File: src/rtl/core/four_digit_display_formatter_assert.svh
// assertion macros for the four digit display formatter
`ifndef FOUR_DIGIT_DISPLAY_FORMATTER_ASSERT_SVH
`define FOUR_DIGIT_DISPLAY_FORMATTER_ASSERT_SVH

// antecedent implies consequent in the same cycle, outside reset
`define FDF_ASSERT_IMP(lbl, ante, cons) \
  lbl: assert property (@(posedge clk_i) disable iff (!rst_ni) (ante) |-> (cons)) \
    else $error("fdf implication check failed");

// condition holds at every edge outside reset
`define FDF_ASSERT_ALWAYS(lbl, cond) \
  lbl: assert property (@(posedge clk_i) disable iff (!rst_ni) (cond)) \
    else $error("fdf invariant check failed");

`endif

File: src/rtl/core/fdf_pkg.sv
// shared types and constants for the four digit display formatter
package fdf_pkg;

  typedef enum logic [1:0] {
    CMD_INT   = 2'd0,
    CMD_TEMP  = 2'd1,
    CMD_HUMID = 2'd2,
    CMD_CLOCK = 2'd3
  } cmd_e;

  typedef logic [3:0] sym_t;

  localparam sym_t SYM_BLANK        = 4'd10;
  localparam sym_t SYM_MINUS        = 4'd11;
  localparam sym_t SYM_DEGREE       = 4'd12;
  localparam sym_t SYM_C            = 4'd13;
  localparam sym_t SYM_UNDER_DEGREE = 4'd14;

  localparam logic signed [14:0] INT_MIN  = -15'sd999;
  localparam logic signed [14:0] INT_MAX  = 15'sd9999;
  localparam logic signed [14:0] PAIR_MIN = -15'sd99;
  localparam logic signed [14:0] PAIR_MAX = 15'sd99;

  typedef struct packed {
    cmd_e               cmd;
    logic signed [14:0] value;
    logic               pad_zeros;
    logic [3:0]         dot_mask;
    logic [6:0]         hours;
    logic [6:0]         minutes;
    logic               blink_enable;
    logic               colon_phase;
  } req_t;

  // dig[0] ones ... dig[3] thousands
  typedef struct packed {
    logic [3:0][3:0] dig;
  } bcd_t;

  // sym[0] and dot[0] are the leftmost position
  typedef struct packed {
    sym_t [3:0] sym;
    logic [3:0] dot;
  } res_t;

endpackage

File: src/rtl/core/four_digit_display_formatter.sv
// top level of the four digit display formatter: request register, layout, result register
//
//  channel  | direction | payload
//  s_axis   | in        | tuser: command, tdata: value, pad, dots, clock fields
//  m_axis   | out       | tdata: four symbol codes and four dot bits
//
// one word per cycle sustained while m_axis is ready; a word taken sits in the request register,
// then moves to the result register and is on m_axis from then on; a stall on m_axis can hold
// it in either register
// the layout logic between the two registers is a single pass
// reset clears both valid flags; payload registers are not reset
// a stalled m_axis holds its word and backs up into the request register

`include "four_digit_display_formatter_assert.svh"

module four_digit_display_formatter (
  input  logic        clk_i,
  input  logic        rst_ni,
  input  logic        s_axis_tvalid_i,
  output logic        s_axis_tready_o,
  // [14:0] value, [15] pad_zeros, [19:16] dot_mask, [26:20] hours,
  // [33:27] minutes, [34] blink_enable, [35] colon_phase, [39:36] zero
  input  logic [39:0] s_axis_tdata_i,
  // [1:0] command
  input  logic [1:0]  s_axis_tuser_i,
  output logic        m_axis_tvalid_o,
  input  logic        m_axis_tready_i,
  // [3:0] symbol_0, [7:4] symbol_1, [11:8] symbol_2, [15:12] symbol_3,
  // [16] dot_0, [17] dot_1, [18] dot_2, [19] dot_3, [23:20] zero
  output logic [23:0] m_axis_tdata_o
);

  logic          req_valid_q, req_valid_d;
  fdf_pkg::req_t req_q, req_d;
  logic          out_valid_q, out_valid_d;
  fdf_pkg::res_t res_q, res_d;
  logic          out_adv;
  logic          in_take;
  logic          sym_ok;

  assign out_adv         = !out_valid_q || m_axis_tready_i;
  assign s_axis_tready_o = !req_valid_q || out_adv;
  assign in_take         = s_axis_tvalid_i && s_axis_tready_o;

  always_comb begin
    req_d.cmd          = fdf_pkg::cmd_e'(s_axis_tuser_i);
    req_d.value        = $signed(s_axis_tdata_i[14:0]);
    req_d.pad_zeros    = s_axis_tdata_i[15];
    req_d.dot_mask     = s_axis_tdata_i[19:16];
    req_d.hours        = s_axis_tdata_i[26:20];
    req_d.minutes      = s_axis_tdata_i[33:27];
    req_d.blink_enable = s_axis_tdata_i[34];
    req_d.colon_phase  = s_axis_tdata_i[35];
  end

  assign req_valid_d = s_axis_tready_o ? s_axis_tvalid_i : req_valid_q;
  assign out_valid_d = out_adv ? req_valid_q : out_valid_q;

  fdf_layout u_layout (
    .req_i (req_q),
    .res_o (res_d)
  );

  always_ff @(posedge clk_i or negedge rst_ni) begin
    if (!rst_ni) begin
      req_valid_q <= 1'b0;
      out_valid_q <= 1'b0;
    end else begin
      req_valid_q <= req_valid_d;
      out_valid_q <= out_valid_d;
    end
  end

  always_ff @(posedge clk_i) begin
    if (in_take) begin
      req_q <= req_d;
    end
    if (out_adv && req_valid_q) begin
      res_q <= res_d;
    end
  end

  assign m_axis_tvalid_o = out_valid_q;
  assign m_axis_tdata_o  = {4'b0000, res_q.dot[3], res_q.dot[2], res_q.dot[1], res_q.dot[0],
                            res_q.sym[3], res_q.sym[2], res_q.sym[1], res_q.sym[0]};

  assign sym_ok = (res_q.sym[0] != 4'd15) && (res_q.sym[1] != 4'd15) &&
                  (res_q.sym[2] != 4'd15) && (res_q.sym[3] != 4'd15);

  // input side only stalls when both stages hold a word
  `FDF_ASSERT_IMP(a_stall_full, !s_axis_tready_o, req_valid_q && out_valid_q)
  // a new result word needs a request word in the cycle before
  `FDF_ASSERT_IMP(a_out_from_req, $rose(out_valid_q), $past(req_valid_q))
  // no symbol code above under-degree reaches the output
  `FDF_ASSERT_ALWAYS(a_sym_range, !out_valid_q || sym_ok)

endmodule

File: src/rtl/core/fdf_bcd.sv
// splits a magnitude up to 9999 into four decimal digits by reciprocal multiplies
module fdf_bcd (
  input  logic [13:0]   mag_i,
  output fdf_pkg::bcd_t bcd_o
);

  logic [29:0] p10, p100, p1000;
  logic [9:0]  q10;
  logic [6:0]  q100;
  logic [3:0]  q1000;
  logic [13:0] r0;
  logic [9:0]  r1;
  logic [6:0]  r2;

  // floor(x/10), floor(x/100), floor(x/1000) exact for x below 10000
  assign p10   = {16'd0, mag_i} * 30'd52429;
  assign p100  = {16'd0, mag_i} * 30'd5243;
  assign p1000 = {16'd0, mag_i} * 30'd8389;

  assign q10   = p10[28:19];
  assign q100  = p100[25:19];
  assign q1000 = p1000[26:23];

  assign r0 = mag_i - ({1'b0, q10, 3'b000} + {3'b000, q10, 1'b0});
  assign r1 = q10 - ({q100[6:0], 3'b000} + {2'b00, q100[6:0], 1'b0});
  assign r2 = q100 - ({q1000[3:0], 3'b000} + {2'b00, q1000[3:0], 1'b0});

  assign bcd_o.dig[0] = r0[3:0];
  assign bcd_o.dig[1] = r1[3:0];
  assign bcd_o.dig[2] = r2[3:0];
  assign bcd_o.dig[3] = q1000;

endmodule

File: src/rtl/core/fdf_layout.sv
// clamps the request and places digits, signs, suffixes and dots on four positions
module fdf_layout (
  input  fdf_pkg::req_t req_i,
  output fdf_pkg::res_t res_o
);

  localparam logic [6:0] PairMax = 7'd99;

  logic signed [14:0] lo, hi, clamped;
  logic               neg;
  logic [14:0]        mag_w;
  logic [13:0]        mag;
  fdf_pkg::bcd_t      bcd;
  logic [1:0]         msd;
  logic               zero;
  logic [7:0]         hr_pair, mn_pair;

  // two digits of a clock pair, saturated at 99
  function automatic logic [7:0] split_pair(input logic [6:0] v);
    logic [6:0]  c;
    logic [14:0] p;
    logic [3:0]  tens;
    logic [6:0]  ones;
    c    = (v > PairMax) ? PairMax : v;
    p    = {8'd0, c} * 15'd205;
    tens = p[14:11];
    ones = c - ({tens, 3'b000} + {2'b00, tens, 1'b0});
    split_pair = {tens, ones[3:0]};
  endfunction

  always_comb begin
    if (req_i.cmd == fdf_pkg::CMD_INT) begin
      lo = fdf_pkg::INT_MIN;
      hi = fdf_pkg::INT_MAX;
    end else begin
      lo = fdf_pkg::PAIR_MIN;
      hi = fdf_pkg::PAIR_MAX;
    end
    if (req_i.value < lo) begin
      clamped = lo;
    end else if (req_i.value > hi) begin
      clamped = hi;
    end else begin
      clamped = req_i.value;
    end
  end

  assign neg   = clamped[14];
  assign mag_w = neg ? (~clamped + 15'd1) : clamped;
  assign mag   = mag_w[13:0];
  assign zero  = (mag == 14'd0);

  fdf_bcd u_bcd (
    .mag_i (mag),
    .bcd_o (bcd)
  );

  // index of the most significant nonzero digit, ones when all are zero
  always_comb begin
    if (bcd.dig[3] != 4'd0) begin
      msd = 2'd3;
    end else if (bcd.dig[2] != 4'd0) begin
      msd = 2'd2;
    end else if (bcd.dig[1] != 4'd0) begin
      msd = 2'd1;
    end else begin
      msd = 2'd0;
    end
  end

  assign hr_pair = split_pair(req_i.hours);
  assign mn_pair = split_pair(req_i.minutes);

  always_comb begin
    res_o.sym = {4{fdf_pkg::SYM_BLANK}};
    res_o.dot = 4'b0000;
    case (req_i.cmd)
      fdf_pkg::CMD_INT: begin
        for (int k = 0; k < 4; k++) begin
          if (req_i.pad_zeros || (2'(k) <= msd)) begin
            res_o.sym[3-k] = bcd.dig[k];
          end
        end
        if (neg) begin
          if (req_i.pad_zeros) begin
            res_o.sym[0] = fdf_pkg::SYM_MINUS;
          end else begin
            // minus goes just left of the leading digit
            case (msd)
              2'd0:    res_o.sym[2] = fdf_pkg::SYM_MINUS;
              2'd1:    res_o.sym[1] = fdf_pkg::SYM_MINUS;
              default: res_o.sym[0] = fdf_pkg::SYM_MINUS;
            endcase
          end
        end
        // unpadded zero shows no dots
        if (req_i.pad_zeros || !zero) begin
          for (int k = 0; k < 4; k++) begin
            res_o.dot[k] = req_i.dot_mask[3-k];
          end
        end
      end
      fdf_pkg::CMD_TEMP, fdf_pkg::CMD_HUMID: begin
        res_o.sym[1] = bcd.dig[0];
        if (req_i.pad_zeros || (bcd.dig[1] != 4'd0)) begin
          res_o.sym[0] = bcd.dig[1];
        end
        if (neg) begin
          res_o.sym[0] = fdf_pkg::SYM_MINUS;
        end
        res_o.sym[2] = fdf_pkg::SYM_DEGREE;
        res_o.sym[3] = (req_i.cmd == fdf_pkg::CMD_TEMP) ? fdf_pkg::SYM_C
                                                         : fdf_pkg::SYM_UNDER_DEGREE;
      end
      fdf_pkg::CMD_CLOCK: begin
        res_o.sym[0] = hr_pair[7:4];
        res_o.sym[1] = hr_pair[3:0];
        res_o.sym[2] = mn_pair[7:4];
        res_o.sym[3] = mn_pair[3:0];
        res_o.dot[1] = req_i.blink_enable ? req_i.colon_phase : 1'b1;
      end
      default: begin
        res_o.sym = {4{fdf_pkg::SYM_BLANK}};
      end
    endcase
  end

endmodule

File: config.mk
export PLATFORM = sky130hd
export DESIGN_NAME = four_digit_display_formatter
export DESIGN_NICKNAME = d
export VERILOG_FILES = /design/src/rtl/core/fdf_pkg.sv /design/src/rtl/core/four_digit_display_formatter.sv /design/src/rtl/core/fdf_bcd.sv /design/src/rtl/core/fdf_layout.sv
export VERILOG_INCLUDE_DIRS = /design/src /design/src/rtl/core
export SDC_FILE = /design/constraint.sdc
export NUM_CORES = 1
export LEC_CHECK = 0
export ABC_CLOCK_PERIOD_IN_PS = 24800
export BUFFER_PORTS_ARGS = -buffer_cell sky130_fd_sc_hd__buf_2
export CAP_MARGIN = 20
export CORE_ASPECT_RATIO = 0.5
export CORE_MARGIN = 2
export CORE_UTILIZATION = 66
export DETAILED_ROUTE_END_ITERATION = 8
export PLACE_DENSITY = 0.85
export SLEW_MARGIN = 40
export SYNTH_ARGS = -nofsm -noshare
export SYNTH_HDL_FRONTEND = slang
export SYNTH_SLANG_ARGS = --single-unit
export TNS_END_PERCENT = 100
File: constraint.sdc
create_clock -name clk_i -period 24.8 [get_ports clk_i]
set_clock_uncertainty 0.1 [all_clocks]
set_input_delay 0 -clock clk_i [delete_from_list [all_inputs] [get_ports clk_i]]
set_output_delay 0 -clock clk_i [all_outputs]
set_load 0.005 [all_outputs]
[Word level (Yosys, flattened, before mapping)]
Index checks and enable logic that the tools add are counted.
Operators by class
  add/subtract/negate cells: 11
  multiply operators: 5
  magnitude comparators: 8
  equal/unequal tests: 4
  muxes and demuxes: 27
  bitwise logic cells: 1
  reduce and logical (&&, ||, !) cells: 22
Operators by type and width (number)
  $pmux 16 s3: 1
  $mux 4: 10
  $mul 7x8->15 const B: 2
  $mux 15: 2
  $mux 14: 2
  $mul 14x14->27 const B: 1
  $mul 14x13->23 const B: 1
  $mul 14x16->23 const B: 1
  $add 4x4->4: 5
  $sub 4x4->4: 5
  $gt 15x15->1: 1
  $lt 15x11->1: 1
  $add 14x1->14 const B: 1
  $gt 7x7->1 const B: 2
  $logic_not 14->1: 1
  $mux 7: 2
  $not 14->14: 1
  $mux 12: 1
  $reduce_bool 4->1: 3
  $mux 10: 1
  $logic_or 1x1->1: 8
  $mux 2: 4
  $mux 8: 1
  $eq 2x1->1 const B: 2
  other kinds (10): 19
Word-level totals
  register bits: 60
  input bits: 46
  output and inout bits: 26
  word-level logic and storage cells: 94

[Depth between registers and ports, before layout]
  depth in word-level cells: 22
  depth in mapped cells: 45
  gate-level depth less buffers: 42

[By module]
Synthesis repeated with hierarchy kept, for this count alone.
Unflattened totals
  cells, all modules: 1328
  area total of the unflattened synthesis: 13093.8 um^2
By module, submodules not included
  fdf_bcd: times used 1, cells each 814, area each 7813.7 um^2, seq. area each 0.0 um^2
  fdf_layout: times used 1, cells each 443, area each 3400.8 um^2, seq. area each 0.0 um^2
  four_digit_display_formatter: times used 1, cells each 71, area each 1879.3 um^2, seq. area each 1791.7 um^2

[Worst setup path before layout]
No wires, ideal clock.
  kind: register -> register
  from: register req_q[36] in the netlist's numbering
  to: register res_q, in the netlist m_axis_tdata_o[3], data pin
  library setup time: 0.274 ns
  arrival: 12.240 ns
  data required time: 24.426 ns
  slack: 12.186 ns
  cell stages (with the launch flop): 43
  path buffers: 3
  clock period less this slack: 12.614 ns
  path through: edfxtp_1 -> inv_1 -> ha_1 -> buf_4 -> inv_1 -> clkbuf_1 -> ha_1 -> a2111o_1 -> a211oi_1 -> a21o_1 -> buf_6 -> a21oi_4 -> nor3_1 -> ha_1 -> nand2_1 -> a211oi_1 -> nand4_1 -> xnor2_1 -> (+7 left out) -> fa_1 -> inv_1 -> fa_1 -> inv_1 -> ha_1 -> o2111ai_1 -> a21oi_1 -> a211oi_1 -> a21oi_1 -> a211oi_1 -> xor2_1 -> ha_1 -> nor3b_1 -> and3_1 -> nor4_1 -> xnor3_1 -> o311ai_0 -> o211ai_1
RTL lines
  start: declaration: RTL line four_digit_display_formatter.sv:34  | fdf_pkg::req_t req_q, req_d;
  start signal: assignment: RTL line four_digit_display_formatter.sv:76  | req_q <= req_d;
  end signal: assignment: RTL line four_digit_display_formatter.sv:79  | res_q <= res_d;
  end: declaration: RTL line four_digit_display_formatter.sv:36  | fdf_pkg::res_t res_q, res_d;

==> impl_results.md <==
* Fin crit period at 13.09 ns
* EDFF count, synth at 58
* Critical Path Max Stage Delay at 0.63 ns
* Gpl congestion at 1.03
* Setup crit end kind: flip-flop
* Antenna Nets Post-Route at 0
* Row cnt at 36
* Ys flop type: edfxtp_1
* Routed WL at 34600 µm
* Die width at 204 µm
* Max-Slew Margin vs Limit at 42.4%
* Count of input and output buffers at 63
* H-tree depth at 3
* Fillers at 1216
* Total gr overflow at 0
* Req. time, crit path at 24.89 ns
* Distinct cell type count after synthesis at 91
* Synthesis Warnings at 0
* Flops & latches, synth at 60
* Max-slew violations at 0
* Reg-to-reg startpoint: req_q[36]
* Vias per cell at 6.10
* Area of the core at 19500 µm²
* DR WL/cell at 20.2 µm
* Ant. Diodes at 0
* Antenna violations before repair at 0
* Final period utilization at 52.8%
* First-pass GRT wire length at 57100 µm
* CP Class: flip-flop to flip-flop
* Synth Instances at 1337
* CTS hold repair buffers at 43
* Synth top area share at 30.6%
* Layout area overhead at 10.4%
* Avg Inst Size Synth at 9.84 µm²
* Post-synthesis sequential area ratio at 13.6%
* Max Fclk at 76.4 MHz
* Min-delay src: s_axis_tdata_i[4]
* Final setup vio count at 0
* Initial Util at 67.4%
* Die area at 21100 µm²
* Area contributors post-synth: ha_1 (31%), fa_1 (22%), edfxtp_1 (13%)
* Root buffer cell: clkbuf_16
* Clock-pin slew on the worst setup and hold paths at 0.06 ns
* Run status: complete, no violations
* Hold WC Path Type: input pin to flip-flop
* Die Ht at 104 µm
* Total clock sinks at 60
* Most instantiated cells after synthesis: inv_1 (332), ha_1 (322), fa_1 (142)
* Total CTS buffers at 9
* Initial DRC Count at 890
* Async S/R FF share, synth at 3.33%
* Via count at 10500
* Reg-to-reg setup timing slack at 11.71 ns
* GRT Resource Usage Total at 34.6%
* Worst path slowest cell: a211oi_1
* Layout Nets at 1956
* Largest net degree at the start of global routing at 41
* Worst EP arrival at 13.19 ns
* Ports at 72
* Most frequent cell after synthesis: inv_1
* Setup bufs post-CTS at 0
* Worst Tran Pin Value at 0.855 ns
* Crit-path max FO at 20
* WHS Path Cells at 2
* Dpl ws at 12.12 ns
* PostCTS Resize Cnt at 0
* Crit start category: flip-flop
* Netlist Area Pre-Place at 13200 µm²
* RSZ-0062 raised after global routing: false
* R2R Path End: m_axis_tdata_o[1]
* Worst Hold Endpoint: req_q[25]
* Setup TNS at 0 ns
* Worst Reg2Reg Path Length in Cells at 42
* First-pass iteration count of the detailed router at 8
* Final Worst Setup Slack at 11.71 ns
* Vias in the first global route at 11300
* Area leader, netlist: ha_1
* CTS Buffer Depth at 2
* # DRC at 0
* Min Hold Slack at 0.266 ns
* Hpwl dp at 26400 µm
* Max Cap Viol at 0
* Share of layout cells above drive strength 1 at 8.68%
* Hold Fails Final Rpt at 0
* Clock latency on the worst-skew pair at 0.34 ns
* CTS tree: done
==> flip-flops by register name, summed over array words and instances, names as in the netlist <==
signal and flops:
req_q 38, m_axis_tdata_o 20, m_axis_tvalid_o 1, req_valid_q 1
==> layout by cell type, fill, tap and decap left out, types with 14 or more instances in the layout <==
cell type,count
a211oi_1,19
a21oi_1,51
buf_2,63
dlygate4sd3_1,43
edfxtp_1,58
fa_1,142
ha_1,322
inv_1,332
nand2_1,42
nor2_1,37
nor3_1,14
o21ai_0,37
xnor2_1,34
==> through the flow <==
step / utilization [%] / cells / cell area [µm²]
global route: 74.4 / 1717 / 14500
finish: 74.4 / 1717 / 14500
floorplan: - / 1340 / 13200
CTS: 74.4 / 1717 / 14500
global placement: 70.7 / 1658 / 13800
detailed placement: 70.8 / 1658 / 13800
==> layer usage <==
metal | vias up | global-route usage [%] | part of all wire (%)
met5 | - | 0 | 0
met4 | 0 | 19.1 | 5.6
met3 | 161 | 5.60 | 7.8
met2 | 530 | 58.7 | 48
met1 | 5086 | 42.4 | 39
li1 | 4699 | - | -
==> worst max-delay path, delay by kind of cell, from the launching register on <==
kind / cells / cell delay (ns)
flops: 1 / 0.44
simple gates: 6 / 1.19
xor+xnor: 2 / 0.84
buf+inv: 8 / 1.28
compound gates: 15 / 4.39
fa+ha+maj: 11 / 4.68
==> cell type report <==
cell class | instances | area [µm²] | area share (%)
Multi-Input combinational cell | 924 | 10000 | 69.1
Clock inverter | 7 | 52.6 | 0.362
Sequential cell | 60 | 1790 | 12.3
Clock buffer | 9 | 225 | 1.55
Tap cell | 266 | 333 | 2.29
Inverter | 334 | 1260 | 8.65
Timing Repair Buffer | 117 | 828 | 5.71
==> cell families (layout without fill, tap and decap cells) <==
kind of cell,after synthesis,in the layout,synth area share [%]
adders and majority gates,466,466,52.4
other,1,4,0.0285
xor gates and xnor gates,55,55,4.36
and+or+nand+nor,193,193,8.37
buffers and inverters,356,467,10.4
AOI/OAI and AO/OA,201,201,10.3
muxes,5,5,0.438
DFF,60,60,13.6
==> how the worst max path moves through the flow <==
| stage | start | endpoint | slack, ns |
|---|---|---|---|
| after detailed placement | req_q[36] | m_axis_tdata_o[3] | 12.12 |
| after global routing | req_q[36] | m_axis_tdata_o[1] | 10.92 |
| after global placement | req_q[36] | m_axis_tdata_o[3] | 12.37 |
| after CTS | req_q[36] | m_axis_tdata_o[3] | 12.08 |
| final | req_q[36] | m_axis_tdata_o[1] | 11.71 |
| after floorplan | req_q[36] | m_axis_tdata_o[3] | 12.19 |
Power is left out: the tool's default activity adds up to more than one toggle a clock period on the data nets, which glitch-free logic cannot reach.
